==> src/rtl/tmsa_pkg.sv <==
// Package: shared constants, types and command/status structs for the trimmed-mean averager.
package tmsa_pkg;
   localparam int STORE_DEPTH  = 512;
   localparam int SAMPLE_WIDTH = 24;
   localparam int ADDR_W       = $clog2(STORE_DEPTH);
   localparam int COUNT_W      = $clog2(STORE_DEPTH + 1);
   localparam int TRIM_W       = 7;
   localparam int KEPT_W       = 10;
   localparam int SUM_W        = SAMPLE_WIDTH + COUNT_W;
   localparam int PROD_W       = COUNT_W + TRIM_W;
   localparam int PERCENT      = 100;
   localparam int RECIP_SHIFT  = 24;
   localparam int RECIP        = ((1 << RECIP_SHIFT) + PERCENT - 1) / PERCENT;
   localparam logic [TRIM_W-1:0] TRIM_RESET = 7'd10;

   typedef logic signed [SAMPLE_WIDTH-1:0] sample_type;
   typedef logic [ADDR_W-1:0]              addr_type;
   typedef logic [COUNT_W-1:0]             count_type;

   typedef struct packed {
      logic     store;        // write req sample at count
      logic     clr_count;
      logic     rd_en;        // read mem at rd_addr
      addr_type rd_addr;
      logic     wr_en;        // write wr_data at wr_addr
      addr_type wr_addr;
      logic     ld_key;       // capture read data as key
      logic     shift_up;     // write last read data at j (wr_addr)
      logic     ld_trim;      // compute range
      logic     clr_sum;
      logic     acc;          // add read data to sum
      logic     div_start;
   } cmd_type;

   typedef struct packed {
      count_type count;
      logic      gt_key;      // last read data > key
      count_type lo;
      count_type hi;
      logic      div_done;
   } status_type;
endpackage

==> src/rtl/tmsa_controller.sv <==
// Controller: sequences collection, insertion sort, summation, division and output.
module tmsa_controller (
   input  logic                 clock,
   input  logic                 reset,
   input  logic                 req_valid,
   input  logic                 req_last,
   output logic                 req_ready,
   output logic                 rsp_valid,
   input  logic                 rsp_ready,
   input  tmsa_pkg::status_type status,
   output tmsa_pkg::cmd_type    cmd
);
   localparam logic [3:0] S_COLLECT = 4'd0, S_OUTER = 4'd1, S_KEYRD = 4'd2,
      S_KEY = 4'd3, S_CMPRD = 4'd4, S_CMP = 4'd5, S_TRIM0 = 4'd6, S_TRIM1 = 4'd7,
      S_SUMRD = 4'd8, S_SUM = 4'd9, S_DIV = 4'd10, S_WAIT = 4'd11, S_OUT = 4'd12;
   logic [3:0] state_ff, state_in;
   tmsa_pkg::count_type i_ff, i_in, j_ff, j_in;
   logic rsp_valid_ff, rsp_valid_in;

   always_comb begin
      state_in = state_ff; i_in = i_ff; j_in = j_ff; rsp_valid_in = rsp_valid_ff;
      cmd = '0;
      req_ready = (state_ff == S_COLLECT);
      if (rsp_valid_ff && rsp_ready) rsp_valid_in = 1'b0;
      case (state_ff)
         S_COLLECT: if (req_valid && req_ready) begin
            cmd.store = status.count < tmsa_pkg::count_type'(tmsa_pkg::STORE_DEPTH);
            if (req_last) begin
               state_in = S_OUTER;
               i_in = tmsa_pkg::count_type'(1);
            end
         end
         S_OUTER: begin
            if (i_ff >= status.count) state_in = S_TRIM0;
            else begin
               cmd.rd_en = 1'b1;
               cmd.rd_addr = i_ff[tmsa_pkg::ADDR_W-1:0];
               state_in = S_KEYRD;
            end
         end
         S_KEYRD: begin
            cmd.ld_key = 1'b1;
            j_in = i_ff;
            state_in = S_CMPRD;
         end
         S_CMPRD: begin
            if (j_ff == '0) begin
               cmd.wr_en = 1'b1;
               cmd.wr_addr = j_ff[tmsa_pkg::ADDR_W-1:0];
               i_in = i_ff + 1'b1;
               state_in = S_OUTER;
            end else begin
               cmd.rd_en = 1'b1;
               cmd.rd_addr = tmsa_pkg::addr_type'(j_ff - 1'b1);
               state_in = S_CMP;
            end
         end
         S_CMP: begin
            cmd.wr_en = 1'b1;
            cmd.wr_addr = j_ff[tmsa_pkg::ADDR_W-1:0];
            if (status.gt_key) begin
               cmd.shift_up = 1'b1;
               j_in = j_ff - 1'b1;
               state_in = S_CMPRD;
            end else begin
               i_in = i_ff + 1'b1;
               state_in = S_OUTER;
            end
         end
         S_TRIM0: begin
            cmd.ld_trim = 1'b1;
            state_in = S_TRIM1;
         end
         S_TRIM1: begin
            state_in = S_KEY;
         end
         S_KEY: begin
            cmd.clr_sum = 1'b1;
            i_in = status.lo;
            state_in = S_SUMRD;
         end
         S_SUMRD: begin
            if (i_ff >= status.hi) state_in = S_DIV;
            else begin
               cmd.rd_en = 1'b1;
               cmd.rd_addr = i_ff[tmsa_pkg::ADDR_W-1:0];
               i_in = i_ff + 1'b1;
               state_in = S_SUM;
            end
         end
         S_SUM: begin
            cmd.acc = 1'b1;
            state_in = S_SUMRD;
         end
         S_DIV: if (!rsp_valid_ff) begin
            cmd.div_start = 1'b1;
            state_in = S_WAIT;
         end
         S_WAIT: if (status.div_done) state_in = S_OUT;
         S_OUT: begin
            rsp_valid_in = 1'b1;
            cmd.clr_count = 1'b1;
            state_in = S_COLLECT;
         end
         default: state_in = S_COLLECT;
      endcase
   end

   always_ff @(posedge clock) begin
      if (reset) begin
         state_ff <= S_COLLECT;
         rsp_valid_ff <= 1'b0;
      end else begin
         state_ff <= state_in;
         rsp_valid_ff <= rsp_valid_in;
      end
      i_ff <= i_in;
      j_ff <= j_in;
   end

   assign rsp_valid = rsp_valid_ff;
endmodule

==> config.mk <==
export PLATFORM = sky130hd
export DESIGN_NAME = tmsa_controller
export DESIGN_NICKNAME = d
export VERILOG_FILES = /design/src/rtl/tmsa_pkg.sv /design/src/rtl/tmsa_controller.sv
export SDC_FILE = /design/constraint.sdc
export NUM_CORES = 1
export LEC_CHECK = 0
export ABC_CLOCK_PERIOD_IN_PS = 4500
export BUFFER_PORTS_ARGS = -buffer_cell sky130_fd_sc_hd__buf_2
export CELL_PAD_IN_SITES_DETAIL_PLACEMENT = 0
export CELL_PAD_IN_SITES_GLOBAL_PLACEMENT = 1
export CORE_MARGIN = 2
export CORE_UTILIZATION = 41
export DETAILED_ROUTE_END_ITERATION = 16
export PLACE_DENSITY = 0.84
export SLEW_MARGIN = 20
export SYNTH_ARGS = -nofsm -noshare
export SYNTH_HDL_FRONTEND = slang
export SYNTH_SLANG_ARGS = --single-unit
==> constraint.sdc <==
create_clock -name clock -period 4.5 [get_ports clock]
set_clock_uncertainty 0.2 [all_clocks]
set_input_delay 0.45 -clock clock [delete_from_list [all_inputs] [get_ports clock]]
set_output_delay 0.45 -clock clock [all_outputs]
set_load 0.02 [all_outputs]
Word-level counts from Yosys, hierarchy flattened. Index checks and enable logic that the tools add are counted.

Register bits after elaboration: 25. Input bits: 37. Output and inout port bits: 30. Logic and storage cells: 76.

Reductions and logical operators: 11. Equality and inequality tests: 20. Multiplexer cells: 36. $add $sub $neg: 2. $lt $le $gt $ge: 3.

Operators with widths (number): $mux W10 (10); $pmux W10 S5 (1); $pmux W4 S11 (1); $pmux W10 S2 (2); $pmux W10 S3 (1); $eq A4 B4 Y1 const B (5); $ge A10 B10 Y1 (2); $eq A4 B3 Y1 const B (4); $mux W4 (4); $ne A2 B2 Y1 const B (7); $mux W1 (13); $add A10 B1 Y10 const B (1); $logic_not A10 Y1 (1); $lt A10 B10 Y1 const B (1); $sub A10 B1 Y10 const B (1); $mux W3 (3); $eq A4 B2 Y1 const B (2); $reduce_and A6 Y1 (1); $reduce_bool A5 Y1 (1); $eq A4 B1 Y1 const B (1); $logic_not A4 Y1 (1); $reduce_and A4 Y1 (1); $reduce_bool A2 Y1 (2); $logic_and A1 B1 Y1 (2); other kinds (4) (4).

Longest topological paths before layout.
Depth in word-level cells: 4. Gate-level depth with buffers: 8. Gate-level depth less buffers: 8.

Least setup slack after synthesis. Ideal clock, no wire load.

Path type: reg-to-output. From: register i_ff[3]. To: output port cmd[16] in the netlist's numbering. Buffers on the path: 0. Setup slack: 1.699 ns. Stages on the path, launching flop included: 8. Data arrival time: 2.151 ns. Required time: 3.850 ns. Cell sequence: edfxtp_1 ha_1 a21o_1 nand3_1 a21oi_1 or4_1 o22ai_4 o2bb2ai_1.

RTL lines: from (decl) (line tmsa_controller.sv:17) `tmsa_pkg::count_type i_ff, i_in, j_ff, j_in;`; from (signal assigned) (line tmsa_controller.sv:117) `i_ff <= i_in;`; to (decl) (line tmsa_controller.sv:11) `output tmsa_pkg::cmd_type cmd`.

==> flow_summary.ini <==
[clock_network]
cts-htree-levels = 1
clock_latency_ps = 270
path_clk_slew_ps = 100
cts_tree = yes
clkSinkCount = 25
post-cts-setup-buffer-count = 0
cts_root_buf = clkbuf_8
clk_path_buf_depth = 2
cts-buffers-inserted = 3
ctsResizeCount = 0
postCtsHoldBufs = 0

[critical_path]
worstPathRequired_ps = 3850
critPathCaptureType = output port
cp_data_arrival_time_ps = 2740
critPathLaunchType = flip-flop
r2r_setup_slack_ps = 1590
cp_max_fo = 10
crit_type = flip-flop to output port

[pwr]
ir_drop_mv = 0.206
p_per_area_mw_per_mm2 = 239
leakage_nw = 1.20

[floorplan]
die_w_um = 77.1
initial_core_util = 0.427
io_pins = 67
die_area_mm2 = 0.00595
die_y_um = 77.1
core_mm2 = 0.00514
fp-row-count = 26

[logic_synthesis]
ys_seq_area_frac = 0.319
synthArstFlopShare = 0
synth.top_cell.area_share = 0.274
synth_edf_count = 20
syn_inst = 261
synth_common_cells = 25 x inv_1, 25 x nor2_1, 23 x ha_1
syn-cell-area_mm2 = 0.00219
syn-num-nets = 321
yosys_warnings = 0
synth_area_per_cell_um2 = 8.40
synth_seq_cells = 25
ys_types = 40
synthTopCellsByArea = edfxtp_1 27%, ha_1 13%, a21oi_1 5.0%, dfxtp_1 4.6%, xnor2_1 4.4%
synth_flop_cell = edfxtp_1
synth_area_leader_cell = edfxtp_1

[cells_and_area]
seq_area_um2 = 701
fin_cells = 392
nets = 383
final_core_util = 0.511
syn2layout_area_growth_pct = 19.7
multiInputGateArea_mm2 = 0.00135
fillers = 521
final_area_mm2 = 0.00263
drive_gt1_frac = 0.245
diodes = 0

[grt]
grt_start_max_net_pins = 23
track_usage = 0.186
grt_overflow = 0
antenna_found_initial = 0
grt_pass1_wl_um = 9000
grt_pass1_vias = 1883

[detailed_routing]
met2_length_um = 2380
wirelength_um = 5440
first_pass_iters = 4
drtIter0Drc = 100
wl_per_cell_um = 13.9
wl_met1_um = 2600
route.met3.wl_um = 373
vias_per_cell = 5.12
final_antenna_net_count = 0
drcViolationCount = 0
top_layer_used = met4
dr_total_vias = 2007

[placement]
post-dp-hpwl_um = 4210
globalplace.congestion = 0.827
postPlaceCellArea_mm2 = 0.00258
dp_cells = 388
port-buffer-count = 66

[sta]
relSlewSlack = 0.610
setup_violations = 0
worst_slew_pin_slew_ps = 584
period_share = 0.753
period_needed_ps = 3390
max_freq_ghz = 0.295
hold_ws_ps = 189
fin_setup_tns_ps = 0
maxSlewViolCount = 0
final-hold-violation-count = 0
grt_setup_unrepaired = false

[run_status]
status = completed

[min_path]
hold_path_class = primary input to flip-flop

[job]
drv_cap = 0
[power by group]
part / internal [mW] / total (mW) / switching, mW
sequential: 0.270 / 0.302 / 0.0329
combinational: 0.0824 / 0.186 / 0.104
clock: 0.0628 / 0.139 / 0.0760
[area by class of cell]
class / count / share of cell area
Multi-Input combinational cell: 200 / 0.514
Sequential cell: 25 / 0.267
Timing Repair Buffer: 68 / 0.131
Clock inverter: 1 / 0.00286
Tap cell: 70 / 0.0333
Clock buffer: 3 / 0.0157
Inverter: 25 / 0.0357
[logic make-up after synthesis]
kind of cell,share of synthesized area
compound gates,0.177
simple gates,0.239
buf+inv,0.0650
fa+ha+maj,0.131
mux,0.00456
xor+xnor,0.0639
flops,0.319
[placed cells by master (no fill, tap or decap), types with 2 or more instances in the layout]
master	n
buf_2	66
nor2_1	25
inv_1	25
ha_1	23
a21oi_1	22
edfxtp_1	20
nand2_1	18
o21ai_0	16
xnor2_1	11
nand2b_1	10
nand3_1	9
nor3_1	9
o2bb2ai_1	9
and2_1	7
xor2_1	5
dfxtp_1	5
nand4_1	4
nor4_1	4
and3_1	3
a21o_1	3
or4_1	3
clkbuf_8	3
a211oi_1	2
nor2b_1	2
buf_4	2
[metrics by stage]
| stage | total power [mW] | setup slack (ps) |
|---|---|---|
| 6_report | 0.627 | 1110 |
| 5_1_grt | 0.667 | 979 |
| 4_1_cts | 0.630 | 1110 |
| 3_5_place_dp | 0.493 | 1410 |
| 3_3_place_gp | 0.490 | 1430 |
| 2_1_floorplan | 0.430 | 1700 |
[flip-flops by register name (all words and copies together), names as in the netlist]
name / count
i_ff: 10
j_ff: 10
rsp_valid: 1
state_ff: 4
[worst paths after layout]
path	from	cells after the start	to
setup / recovery	i_ff[7]$_DFFE_PP_	7	cmd[17]
hold / removal	reset	2	rsp_valid$_SDFFE_PP0P_
setup reg to reg	i_ff[3]$_DFFE_PP_	7	i_ff[2]$_DFFE_PP_
hold reg to reg	rsp_valid$_SDFFE_PP0P_	2	rsp_valid$_SDFFE_PP0P_
[worst max-delay path, stage by stage (launching register included)]
cell       delay, ps
edfxtp_1         530
ha_1             350
a211oi_1         260
nor2_1            70
or4_1            540
o22ai_4          310
o2bb2ai_1        190
buf_2            210
[metal layers]
layer,GRT usage,up-vias
li1,-,1053
met4,0.0411,0
met2,0.296,76
met1,0.266,871
met3,0.0282,7
met5,0,-
Power figures use the tool's default switching activity.
